<file path="config.mk">
export PLATFORM = sky130hd
export DESIGN_NAME = primitive_count_statistics
export DESIGN_NICKNAME = d
export VERILOG_FILES = /design/src/design/pcs_pkg.sv /design/src/design/pcs_front.sv /design/src/design/pcs_queue.sv /design/src/design/pcs_back.sv /design/src/design/primitive_count_statistics.sv
export SDC_FILE = /design/constraint.sdc
export NUM_CORES = 2
export LEC_CHECK = 0
export BUFFER_PORTS_ARGS = -buffer_cell sky130_fd_sc_hd__buf_4
export CORE_UTILIZATION = 50
export DETAILED_ROUTE_END_ITERATION = 7
export PLACE_DENSITY_LB_ADDON = 0.15
export SLEW_MARGIN = 20
export SYNTH_ARGS = -nofsm -noshare
export SYNTH_HDL_FRONTEND = slang
export SYNTH_SLANG_ARGS = --single-unit
export TNS_END_PERCENT = 100
</file>
<file path="constraint.sdc">
create_clock -name clock -period 9.9 [get_ports clock]
set_clock_uncertainty 0.05 [all_clocks]
set_input_delay 1.98 -clock clock [delete_from_list [all_inputs] [get_ports clock]]
set_output_delay 1.98 -clock clock [all_outputs]
set_load 0.02 [all_outputs]
</file>
<file path="src/design/pcs_pkg.sv">
// shared types and constants for the primitive count statistics block
// topology codes, queue entry layout and state machine types; no dependencies
`default_nettype none

package pcs_pkg;

   localparam int TOPO_W  = 6;
   localparam int VERT_W  = 32;
   localparam int INST_W  = 32;
   localparam int CNT_W   = 64;
   localparam int REQ_W   = 72;
   localparam int RSP_W   = 5 * CNT_W;

   localparam logic [TOPO_W-1:0] TOPO_POINT_LIST     = 6'd0;
   localparam logic [TOPO_W-1:0] TOPO_LINE_LIST      = 6'd1;
   localparam logic [TOPO_W-1:0] TOPO_LINE_STRIP     = 6'd2;
   localparam logic [TOPO_W-1:0] TOPO_LINE_LOOP      = 6'd3;
   localparam logic [TOPO_W-1:0] TOPO_LINE_LIST_ADJ  = 6'd4;
   localparam logic [TOPO_W-1:0] TOPO_LINE_STRIP_ADJ = 6'd5;
   localparam logic [TOPO_W-1:0] TOPO_TRI_LIST       = 6'd6;
   localparam logic [TOPO_W-1:0] TOPO_TRI_STRIP      = 6'd7;
   localparam logic [TOPO_W-1:0] TOPO_TRI_FAN        = 6'd8;
   localparam logic [TOPO_W-1:0] TOPO_TRI_LIST_ADJ   = 6'd9;
   localparam logic [TOPO_W-1:0] TOPO_TRI_STRIP_ADJ  = 6'd10;
   localparam int                TOPO_PATCH_FIRST    = 11;

   localparam logic CMD_RECORD = 1'b0;
   localparam logic CMD_CLEAR  = 1'b1;

   // divider retires this many quotient bits per cycle
   localparam int DIV_STEP   = 4;
   localparam int DIV_CYCLES = VERT_W / DIV_STEP;
   localparam int DIV_CNT_W  = $clog2(DIV_CYCLES);

   localparam int QUEUE_DEPTH = 2;
   localparam int QPTR_W      = $clog2(QUEUE_DEPTH);

   typedef enum logic [2:0] {
      KIND_NONE,
      KIND_POINT,
      KIND_LINE,
      KIND_TRI,
      KIND_PATCH,
      KIND_CLEAR
   } kind_type;

   typedef struct packed {
      kind_type            kind;
      logic [VERT_W-1:0]   prims;
      logic [INST_W-1:0]   inst;
   } entry_type;

   typedef enum logic [1:0] {
      F_IDLE,
      F_DIV,
      F_PUSH
   } front_state_type;

   typedef enum logic {
      B_IDLE,
      B_ACC
   } back_state_type;

endpackage

`default_nettype wire

</file>
<file path="src/design/pcs_front.sv">
// front end: accepts draw transactions, classifies the topology and works out
// primitives per instance, radix-16 divider for line and triangle lists and patches; uses pcs_pkg
`default_nettype none

module pcs_front #(
   parameter int MAX_PATCH_POINTS = 32
) (
   input  wire logic                        clock,
   input  wire logic                        reset,
   input  wire logic                        req_valid,
   output logic                             req_ready,
   input  wire logic                        req_cmd,
   input  wire logic [pcs_pkg::TOPO_W-1:0]  req_topology,
   input  wire logic [pcs_pkg::VERT_W-1:0]  req_vertex_count,
   input  wire logic [pcs_pkg::INST_W-1:0]  req_instance_count,
   output logic                             q_push,
   output pcs_pkg::entry_type               q_entry,
   input  wire logic                        q_full
);

   localparam int DIV_W = ($clog2(MAX_PATCH_POINTS + 1) < 2) ? 2 :
                          $clog2(MAX_PATCH_POINTS + 1);

   pcs_pkg::front_state_type        state_ff, state_in;
   pcs_pkg::kind_type               kind_ff, kind_in;
   logic [pcs_pkg::VERT_W-1:0]      prims_ff, prims_in;
   logic [pcs_pkg::INST_W-1:0]      inst_ff, inst_in;
   logic [DIV_W-1:0]                divisor_ff, divisor_in;
   logic [DIV_W-1:0]                rem_ff, rem_in;
   logic [pcs_pkg::DIV_CNT_W-1:0]   cnt_ff, cnt_in;

   // classification of the incoming transaction
   pcs_pkg::kind_type               cls_kind;
   logic [pcs_pkg::VERT_W-1:0]      cls_prims;
   logic                            cls_div;
   logic [DIV_W-1:0]                cls_divisor;

   // one divider step
   logic [pcs_pkg::VERT_W-1:0]      step_quo;
   logic [DIV_W-1:0]                step_rem;

   always_comb begin
      logic [pcs_pkg::VERT_W-1:0] n;
      n           = req_vertex_count;
      cls_kind    = pcs_pkg::KIND_NONE;
      cls_prims   = '0;
      cls_div     = 1'b0;
      cls_divisor = DIV_W'(2);
      unique case (req_topology) inside
         pcs_pkg::TOPO_POINT_LIST: begin
            cls_kind  = pcs_pkg::KIND_POINT;
            cls_prims = n;
         end
         pcs_pkg::TOPO_LINE_LIST, pcs_pkg::TOPO_LINE_LIST_ADJ: begin
            cls_kind    = pcs_pkg::KIND_LINE;
            cls_prims   = n;
            cls_div     = 1'b1;
            cls_divisor = DIV_W'(2);
         end
         pcs_pkg::TOPO_LINE_STRIP, pcs_pkg::TOPO_LINE_STRIP_ADJ: begin
            cls_kind  = pcs_pkg::KIND_LINE;
            cls_prims = (n >= 32'd2) ? n - 32'd1 : '0;
         end
         pcs_pkg::TOPO_LINE_LOOP: begin
            cls_kind = pcs_pkg::KIND_LINE;
            if (n == 32'd2) begin
               cls_prims = 32'd1;
            end else if (n >= 32'd3) begin
               cls_prims = n;
            end
         end
         pcs_pkg::TOPO_TRI_LIST, pcs_pkg::TOPO_TRI_LIST_ADJ: begin
            cls_kind    = pcs_pkg::KIND_TRI;
            cls_prims   = n;
            cls_div     = 1'b1;
            cls_divisor = DIV_W'(3);
         end
         pcs_pkg::TOPO_TRI_STRIP, pcs_pkg::TOPO_TRI_FAN, pcs_pkg::TOPO_TRI_STRIP_ADJ: begin
            cls_kind  = pcs_pkg::KIND_TRI;
            cls_prims = (n >= 32'd3) ? n - 32'd2 : '0;
         end
         default: begin
            if (int'(req_topology) >= pcs_pkg::TOPO_PATCH_FIRST &&
                int'(req_topology) < pcs_pkg::TOPO_PATCH_FIRST + MAX_PATCH_POINTS) begin
               cls_kind    = pcs_pkg::KIND_PATCH;
               cls_prims   = n;
               cls_div     = 1'b1;
               cls_divisor = DIV_W'(int'(req_topology) - (pcs_pkg::TOPO_PATCH_FIRST - 1));
            end
         end
      endcase
      if (req_cmd == pcs_pkg::CMD_CLEAR) begin
         cls_kind  = pcs_pkg::KIND_CLEAR;
         cls_prims = '0;
         cls_div   = 1'b0;
      end
   end

   // restoring division, dividend shifts out at the top while quotient bits shift in
   always_comb begin
      logic [DIV_W:0] trial;
      step_quo = prims_ff;
      step_rem = rem_ff;
      for (int i = 0; i < pcs_pkg::DIV_STEP; i++) begin
         trial    = {step_rem, step_quo[pcs_pkg::VERT_W-1]};
         step_quo = {step_quo[pcs_pkg::VERT_W-2:0], 1'b0};
         if (trial >= {1'b0, divisor_ff}) begin
            step_rem    = DIV_W'(trial - {1'b0, divisor_ff});
            step_quo[0] = 1'b1;
         end else begin
            step_rem = trial[DIV_W-1:0];
         end
      end
   end

   always_comb begin
      state_in   = state_ff;
      kind_in    = kind_ff;
      prims_in   = prims_ff;
      inst_in    = inst_ff;
      divisor_in = divisor_ff;
      rem_in     = rem_ff;
      cnt_in     = cnt_ff;
      req_ready  = 1'b0;
      q_push     = 1'b0;
      unique case (state_ff)
         pcs_pkg::F_IDLE: begin
            req_ready = 1'b1;
            if (req_valid) begin
               kind_in    = cls_kind;
               prims_in   = cls_prims;
               inst_in    = req_instance_count;
               divisor_in = cls_divisor;
               rem_in     = '0;
               cnt_in     = '0;
               state_in   = cls_div ? pcs_pkg::F_DIV : pcs_pkg::F_PUSH;
            end
         end
         pcs_pkg::F_DIV: begin
            prims_in = step_quo;
            rem_in   = step_rem;
            cnt_in   = cnt_ff + 1'b1;
            if (cnt_ff == pcs_pkg::DIV_CNT_W'(pcs_pkg::DIV_CYCLES - 1)) begin
               state_in = pcs_pkg::F_PUSH;
            end
         end
         pcs_pkg::F_PUSH: begin
            if (!q_full) begin
               q_push   = 1'b1;
               state_in = pcs_pkg::F_IDLE;
            end
         end
         default: begin
            state_in = pcs_pkg::F_IDLE;
         end
      endcase
   end

   always_ff @(posedge clock) begin
      if (reset) begin
         state_ff <= pcs_pkg::F_IDLE;
      end else begin
         state_ff <= state_in;
      end
   end

   always_ff @(posedge clock) begin
      kind_ff    <= kind_in;
      prims_ff   <= prims_in;
      inst_ff    <= inst_in;
      divisor_ff <= divisor_in;
      rem_ff     <= rem_in;
      cnt_ff     <= cnt_in;
   end

   assign q_entry.kind  = kind_ff;
   assign q_entry.prims = prims_ff;
   assign q_entry.inst  = inst_ff;

endmodule

`default_nettype wire

</file>
<file path="src/design/pcs_queue.sv">
// two-entry queue between the front end and the counter back end
// carries pcs_pkg::entry_type; uses pcs_pkg
`default_nettype none

module pcs_queue (
   input  wire logic                clock,
   input  wire logic                reset,
   input  wire logic                push,
   input  wire pcs_pkg::entry_type  push_entry,
   output logic                     full,
   input  wire logic                pop,
   output pcs_pkg::entry_type       pop_entry,
   output logic                     empty
);

   pcs_pkg::entry_type              mem_ff [pcs_pkg::QUEUE_DEPTH];
   logic [pcs_pkg::QPTR_W-1:0]      wr_ptr_ff, wr_ptr_in;
   logic [pcs_pkg::QPTR_W-1:0]      rd_ptr_ff, rd_ptr_in;
   logic [pcs_pkg::QPTR_W:0]        count_ff, count_in;

   localparam logic [pcs_pkg::QPTR_W-1:0] LAST_PTR = pcs_pkg::QPTR_W'(pcs_pkg::QUEUE_DEPTH - 1);
   localparam logic [pcs_pkg::QPTR_W:0]   FULL_CNT = (pcs_pkg::QPTR_W + 1)'(pcs_pkg::QUEUE_DEPTH);

   assign full      = count_ff == FULL_CNT;
   assign empty     = count_ff == '0;
   assign pop_entry = mem_ff[rd_ptr_ff];

   always_comb begin
      wr_ptr_in = wr_ptr_ff;
      rd_ptr_in = rd_ptr_ff;
      count_in  = count_ff;
      if (push) begin
         wr_ptr_in = (wr_ptr_ff == LAST_PTR) ? '0 : wr_ptr_ff + 1'b1;
      end
      if (pop) begin
         rd_ptr_in = (rd_ptr_ff == LAST_PTR) ? '0 : rd_ptr_ff + 1'b1;
      end
      if (push && !pop) begin
         count_in = count_ff + 1'b1;
      end else if (pop && !push) begin
         count_in = count_ff - 1'b1;
      end
   end

   always_ff @(posedge clock) begin
      if (reset) begin
         wr_ptr_ff <= '0;
         rd_ptr_ff <= '0;
         count_ff  <= '0;
      end else begin
         wr_ptr_ff <= wr_ptr_in;
         rd_ptr_ff <= rd_ptr_in;
         count_ff  <= count_in;
      end
   end

   always_ff @(posedge clock) begin
      if (push) begin
         mem_ff[wr_ptr_ff] <= push_entry;
      end
   end

   a_no_overflow: assert property (@(posedge clock) disable iff (reset)
      push |-> !full)
      else $error("queue push while full");

   a_no_underflow: assert property (@(posedge clock) disable iff (reset)
      pop |-> !empty)
      else $error("queue pop while empty");

endmodule

`default_nettype wire

</file>
<file path="src/design/pcs_back.sv">
// back end: multiplies primitives by instances and updates the five counters,
// which also serve as the result register; uses pcs_pkg
`default_nettype none

module pcs_back (
   input  wire logic                        clock,
   input  wire logic                        reset,
   input  wire logic                        q_empty,
   output logic                             q_pop,
   input  wire pcs_pkg::entry_type          q_entry,
   output logic                             rsp_valid,
   input  wire logic                        rsp_ready,
   output logic [pcs_pkg::CNT_W-1:0]        draw_total,
   output logic [pcs_pkg::CNT_W-1:0]        point_total,
   output logic [pcs_pkg::CNT_W-1:0]        line_total,
   output logic [pcs_pkg::CNT_W-1:0]        triangle_total,
   output logic [pcs_pkg::CNT_W-1:0]        patch_total
);

   pcs_pkg::back_state_type         state_ff, state_in;
   pcs_pkg::kind_type               kind_ff, kind_in;
   logic [pcs_pkg::CNT_W-1:0]       prod_ff, prod_in;
   logic                            valid_ff, valid_in;
   logic [pcs_pkg::CNT_W-1:0]       draw_ff, draw_in;
   logic [pcs_pkg::CNT_W-1:0]       point_ff, point_in;
   logic [pcs_pkg::CNT_W-1:0]       line_ff, line_in;
   logic [pcs_pkg::CNT_W-1:0]       tri_ff, tri_in;
   logic [pcs_pkg::CNT_W-1:0]       patch_ff, patch_in;
   logic                            load;

   always_comb begin
      state_in = state_ff;
      kind_in  = kind_ff;
      prod_in  = prod_ff;
      valid_in = valid_ff;
      draw_in  = draw_ff;
      point_in = point_ff;
      line_in  = line_ff;
      tri_in   = tri_ff;
      patch_in = patch_ff;
      q_pop    = 1'b0;
      load     = 1'b0;
      if (rsp_valid && rsp_ready) begin
         valid_in = 1'b0;
      end
      unique case (state_ff)
         pcs_pkg::B_IDLE: begin
            if (!q_empty) begin
               q_pop    = 1'b1;
               kind_in  = q_entry.kind;
               prod_in  = pcs_pkg::CNT_W'(q_entry.prims) * pcs_pkg::CNT_W'(q_entry.inst);
               state_in = pcs_pkg::B_ACC;
            end
         end
         pcs_pkg::B_ACC: begin
            // counters double as the result, so wait until the last one is taken
            if (!valid_ff || rsp_ready) begin
               load     = 1'b1;
               valid_in = 1'b1;
               state_in = pcs_pkg::B_IDLE;
               draw_in  = draw_ff + 1'b1;
               case (kind_ff)
                  pcs_pkg::KIND_POINT: point_in = point_ff + prod_ff;
                  pcs_pkg::KIND_LINE:  line_in  = line_ff + prod_ff;
                  pcs_pkg::KIND_TRI:   tri_in   = tri_ff + prod_ff;
                  pcs_pkg::KIND_PATCH: patch_in = patch_ff + prod_ff;
                  pcs_pkg::KIND_CLEAR: begin
                     draw_in  = '0;
                     point_in = '0;
                     line_in  = '0;
                     tri_in   = '0;
                     patch_in = '0;
                  end
                  default: ;
               endcase
            end
         end
         default: begin
            state_in = pcs_pkg::B_IDLE;
         end
      endcase
   end

   always_ff @(posedge clock) begin
      if (reset) begin
         state_ff <= pcs_pkg::B_IDLE;
         valid_ff <= 1'b0;
         draw_ff  <= '0;
         point_ff <= '0;
         line_ff  <= '0;
         tri_ff   <= '0;
         patch_ff <= '0;
      end else begin
         state_ff <= state_in;
         valid_ff <= valid_in;
         draw_ff  <= draw_in;
         point_ff <= point_in;
         line_ff  <= line_in;
         tri_ff   <= tri_in;
         patch_ff <= patch_in;
      end
   end

   always_ff @(posedge clock) begin
      kind_ff <= kind_in;
      prod_ff <= prod_in;
   end

   assign rsp_valid      = valid_ff;
   assign draw_total     = draw_ff;
   assign point_total    = point_ff;
   assign line_total     = line_ff;
   assign triangle_total = tri_ff;
   assign patch_total    = patch_ff;

   a_clear_zeroes: assert property (@(posedge clock) disable iff (reset)
      load && kind_ff == pcs_pkg::KIND_CLEAR |=>
         draw_ff == '0 && point_ff == '0 && line_ff == '0 && tri_ff == '0 && patch_ff == '0)
      else $error("clear left a counter nonzero");

   a_draw_step: assert property (@(posedge clock) disable iff (reset)
      load && kind_ff != pcs_pkg::KIND_CLEAR |=> draw_ff == $past(draw_ff) + 1'b1)
      else $error("draw counter did not advance by one");

   a_pop_idle: assert property (@(posedge clock) disable iff (reset)
      q_pop |-> state_ff == pcs_pkg::B_IDLE)
      else $error("queue popped while a draw is still being applied");

endmodule

`default_nettype wire

</file>
<file path="src/design/primitive_count_statistics.sv">
// the front end accepts a transaction, runs line, triangle and patch lists through
// a radix-16 divider and pushes it into the queue; the back end pops it and adds it
// to the counters, which are the registered result; the front end takes a new
// transaction only once it has pushed the last one into the queue
// reset: synchronous, clears all five counters, the queue and both state machines
`default_nettype none

module primitive_count_statistics #(
   parameter int MAX_PATCH_POINTS = 32
) (
   input  wire logic                        clock,
   input  wire logic                        reset,
   input  wire logic                        req_tvalid,
   output logic                             req_tready,
   // topology [5:0], vertex_count [37:6], instance_count [69:38], zero [71:70]
   input  wire logic [pcs_pkg::REQ_W-1:0]   req_tdata,
   // cmd [0]
   input  wire logic [0:0]                  req_tuser,
   output logic                             rsp_tvalid,
   input  wire logic                        rsp_tready,
   // draw_total [63:0], point_total [127:64], line_total [191:128],
   // triangle_total [255:192], patch_total [319:256]
   output logic [pcs_pkg::RSP_W-1:0]        rsp_tdata
);

   logic                  q_push;
   logic                  q_pop;
   logic                  q_full;
   logic                  q_empty;
   pcs_pkg::entry_type    push_entry;
   pcs_pkg::entry_type    pop_entry;

   pcs_front #(
      .MAX_PATCH_POINTS (MAX_PATCH_POINTS)
   ) u_front (
      .clock              (clock),
      .reset              (reset),
      .req_valid          (req_tvalid),
      .req_ready          (req_tready),
      .req_cmd            (req_tuser[0]),
      .req_topology       (req_tdata[5:0]),
      .req_vertex_count   (req_tdata[37:6]),
      .req_instance_count (req_tdata[69:38]),
      .q_push             (q_push),
      .q_entry            (push_entry),
      .q_full             (q_full)
   );

   pcs_queue u_queue (
      .clock      (clock),
      .reset      (reset),
      .push       (q_push),
      .push_entry (push_entry),
      .full       (q_full),
      .pop        (q_pop),
      .pop_entry  (pop_entry),
      .empty      (q_empty)
   );

   pcs_back u_back (
      .clock          (clock),
      .reset          (reset),
      .q_empty        (q_empty),
      .q_pop          (q_pop),
      .q_entry        (pop_entry),
      .rsp_valid      (rsp_tvalid),
      .rsp_ready      (rsp_tready),
      .draw_total     (rsp_tdata[63:0]),
      .point_total    (rsp_tdata[127:64]),
      .line_total     (rsp_tdata[191:128]),
      .triangle_total (rsp_tdata[255:192]),
      .patch_total    (rsp_tdata[319:256])
   );

endmodule

`default_nettype wire

</file>
==> results.json <==
{
  "setup_viol": 0,
  "crit_top_cell": "fa_1",
  "cts_max_path_buffers": 3,
  "path_class": "reg2reg",
  "ys_warn_count": 0,
  "port_buffers": 396,
  "syn-num-nets": 9338,
  "muxShareOfSynthArea_pct": 2.195,
  "die_area_um2": 141200,
  "viasPerCell": 5.774,
  "synth_area_um2": 69870,
  "arrival_ns": 9.93,
  "cts_tree": "done",
  "post-route-min-period_ns": 9.546,
  "track_usage_pct": 30.97,
  "cts_root_buffer": "clkbuf_16",
  "wirelength_mm": 218.7,
  "syn-instance-count": 7808,
  "pin_count": 399,
  "synth_cell_types": 90,
  "worstSkewPairLatency_ns": 0.70,
  "numCtsBuffers": 75,
  "top_usage_layer": "met2",
  "max_stage_delay_ns": 0.56,
  "cts.clk_slew.worst_paths_ns": 0.06,
  "synth_seq_area_share_pct": 21.59,
  "grt_max_degree": 121,
  "synthAdderAreaFrac_pct": 35.75,
  "fin_tns_setup_ns": 0,
  "num_vias": 57638,
  "synth_compound_area_share_pct": 13.48,
  "grt_pass1_wl_mm": 337.1,
  "floorplan.initialDensity_pct": 50.63,
  "period_share_pct": 96.43,
  "endpoint_kind": "flip-flop",
  "ctsResizeCount": 0,
  "firstDrtPassIters": 7,
  "slew_headroom_pct": 24.25,
  "cp_slowest_cell": "fa_1",
  "yosys.area_share.simple_pct": 15.31,
  "use_met2_pct": 50.50,
  "place_hpwl_mm": 177.8,
  "syn_avg_cell_area_um2": 8.948,
  "final_nets": 9591,
  "cts.sinks": 612,
  "ys_ff_latch": 612,
  "worst_pin_slew_ns": 1.134,
  "place_congestion": 0.9706,
  "syn2layout_area_growth_pct": 11.17,
  "rsz0062_at_grt": "no",
  "outcome": "finished clean",
  "drv_cap": 0,
  "coreArea_um2": 138000,
  "hold_viol": 0,
  "drv_slew": 0,
  "synth_top_family_by_area": "adder cells",
  "grt_remaining_overflow": 0,
  "path_buf_inv": 6,
  "crit_path_start_kind": "flip-flop",
  "critical_path.max_fanout": 22,
  "hold_buffers": 0,
  "first_global_vias": 57975,
  "met3_usage_pct": 5.718,
  "cts_max_level": 3,
  "row_count": 136,
  "antenna_found_initial": 2,
  "avgRoutedWirePerCell_um": 21.91,
  "die_w_um": 375.8,
  "die_height_um": 375.8,
  "hold_class": "reg2reg",
  "ys.flop_type": "dfxtp_1",
  "use_met1_pct": 41.02,
  "drt_iter0_drc": 4487,
  "synth_xor_xnor_area_share_pct": 4.425,
  "holdWs_ns": 0.3889,
  "postCtsSetupRepairBufs": 0,
  "max_clock_freq_ghz": 0.1048,
  "antenna_left": 0,
  "synth_edf_count": 283,
  "diodes": 0,
  "drc": 0,
  "drive_above_1_share_pct": 10.35,
  "cp_top_family": "adder cells",
  "synth_async_sr_flop_share_pct": 0,
  "crit_required_ns": 10.29
}
-- synthesized netlist by cell type, types with 53 or more instances --
cell type | n | area share (%)
nor3_1 | 67 | 0.48
a21oi_1 | 445 | 3.2
a21o_1 | 223 | 2.4
o21ai_0 | 258 | 1.8
nand3_1 | 198 | 1.4
nor2_1 | 941 | 5.1
mux2i_1 | 70 | 1.0
nand4_1 | 77 | 0.69
nand2_1 | 827 | 4.4
a22o_1 | 72 | 0.90
xor2_1 | 161 | 2.0
clkbuf_1 | 344 | 1.8
mux2_2 | 74 | 1.2
nand2b_1 | 56 | 0.50
a31oi_1 | 53 | 0.47
dfxtp_1 | 329 | 9.4
xnor2_1 | 192 | 2.4
edfxtp_1 | 283 | 12
a22oi_1 | 65 | 0.70
fa_1 | 904 | 26
inv_1 | 976 | 5.2
ha_1 | 549 | 9.8
-- registers in the layout, summed over array words and instances (netlist names), 32 cells and up, named ones only --
register	cells
u_queue.mem_ff	134
u_back.draw_total	64
u_back.line_total	64
u_back.patch_total	64
u_back.point_total	64
u_back.prod_ff	64
u_back.triangle_total	64
u_front.inst_ff	32
u_front.prims_ff	32
-- stage by stage --
| stage | worst slack [ns] | cell area, um2 | cells | utilization, % |
|---|---|---|---|---|
| detailed placement | 0.2807 | 75180 | 9846 | 54.48 |
| floorplan | 0.7525 | 69870 | 7808 | - |
| global route | 0.007938 | 77680 | 9982 | 56.29 |
| finish | 0.3536 | 77680 | 9982 | 56.29 |
| CTS | 0.2890 | 77640 | 9981 | 56.26 |
| global placement | 0.4613 | 75160 | 9845 | 54.47 |
-- logic make-up (layout without fill, tap and decap cells) --
logic type               after synthesis  in the layout
XOR/XNOR                             353            353
multiplexers                         144            144
AO/OA/AOI/OAI                       1452           1452
AND/OR/NAND/NOR                     2446           2446
adder cells (fa/ha/maj)             1454           1454
flip-flops                           612            612
buffers and inverters               1347           1658
-- path summary, 6_finish.rpt --
path / start / end / slack (ns) / cells after the start
max: flip-flop / u_back.prod_ff[62] / 0.35 / 29
min: u_front.kind_ff[1] / u_queue.mem_ff[1][65] / 0.39 / 0
max reg2reg: flip-flop / u_back.prod_ff[62] / 0.35 / 29
min reg2reg: u_front.kind_ff[1] / u_queue.mem_ff[1][65] / 0.39 / 0
-- worst register-to-register path, delay by kind of cell, from the launching register on --
kind / cells / cell delay (ns)
and+or+nand+nor: 2 / 0.21
xor gates and xnor gates: 1 / 0.10
adders and majority gates: 9 / 4.46
DFF: 1 / 0.52
muxes: 1 / 0.49
AOI/OAI and AO/OA: 10 / 2.67
buffers and inverters: 6 / 0.82
-- cells in the final DEF (no fill, tap or decap), types with 15 or more instances in the layout --
cell	count
xor2_1	161
or3_1	36
dfxtp_1	328
mux2i_1	38
xnor2_1	192
clkbuf_16	76
a21oi_1	445
or2_2	23
a21o_1	223
clkinv_2	20
inv_1	975
and2_1	25
a31oi_1	53
o21ai_0	258
mux2_2	74
nor2_1	934
buf_4	538
nand2_1	825
o31ai_1	23
nand4_1	77
ha_1	549
nand3_1	198
nor2b_1	48
o21bai_1	50
edfxtp_1	283
o21a_1	31
nor4_1	27
nor3_1	64
fa_1	904
a22oi_1	65
mux2i_2	31
a211oi_1	41
and4_1	19
o31a_1	15
nor3b_1	15
and3_1	50
nand2b_1	55
a22o_1	72
-- per-layer routing --
metal | part of all wire, % | wire (um)
met1 | 42 | 91030
met2 | 46 | 100200
met3 | 8.5 | 18490
met4 | 4.1 | 8965
met5 | 0.0091 | 20
-- cell type report --
class / instances / area (um2)
fillers: 12530 / 60330
multi-input cells: 5849 / 49930
flip-flops and latches: 612 / 15090
repair buffers: 547 / 4202
inverters: 976 / 3664
well taps: 1863 / 2331
clock buffers: 90 / 1974
clock inverters: 45 / 485.5
Power is left out: the tool's default activity adds up to more than one toggle a clock period on the data nets, which glitch-free logic cannot reach.
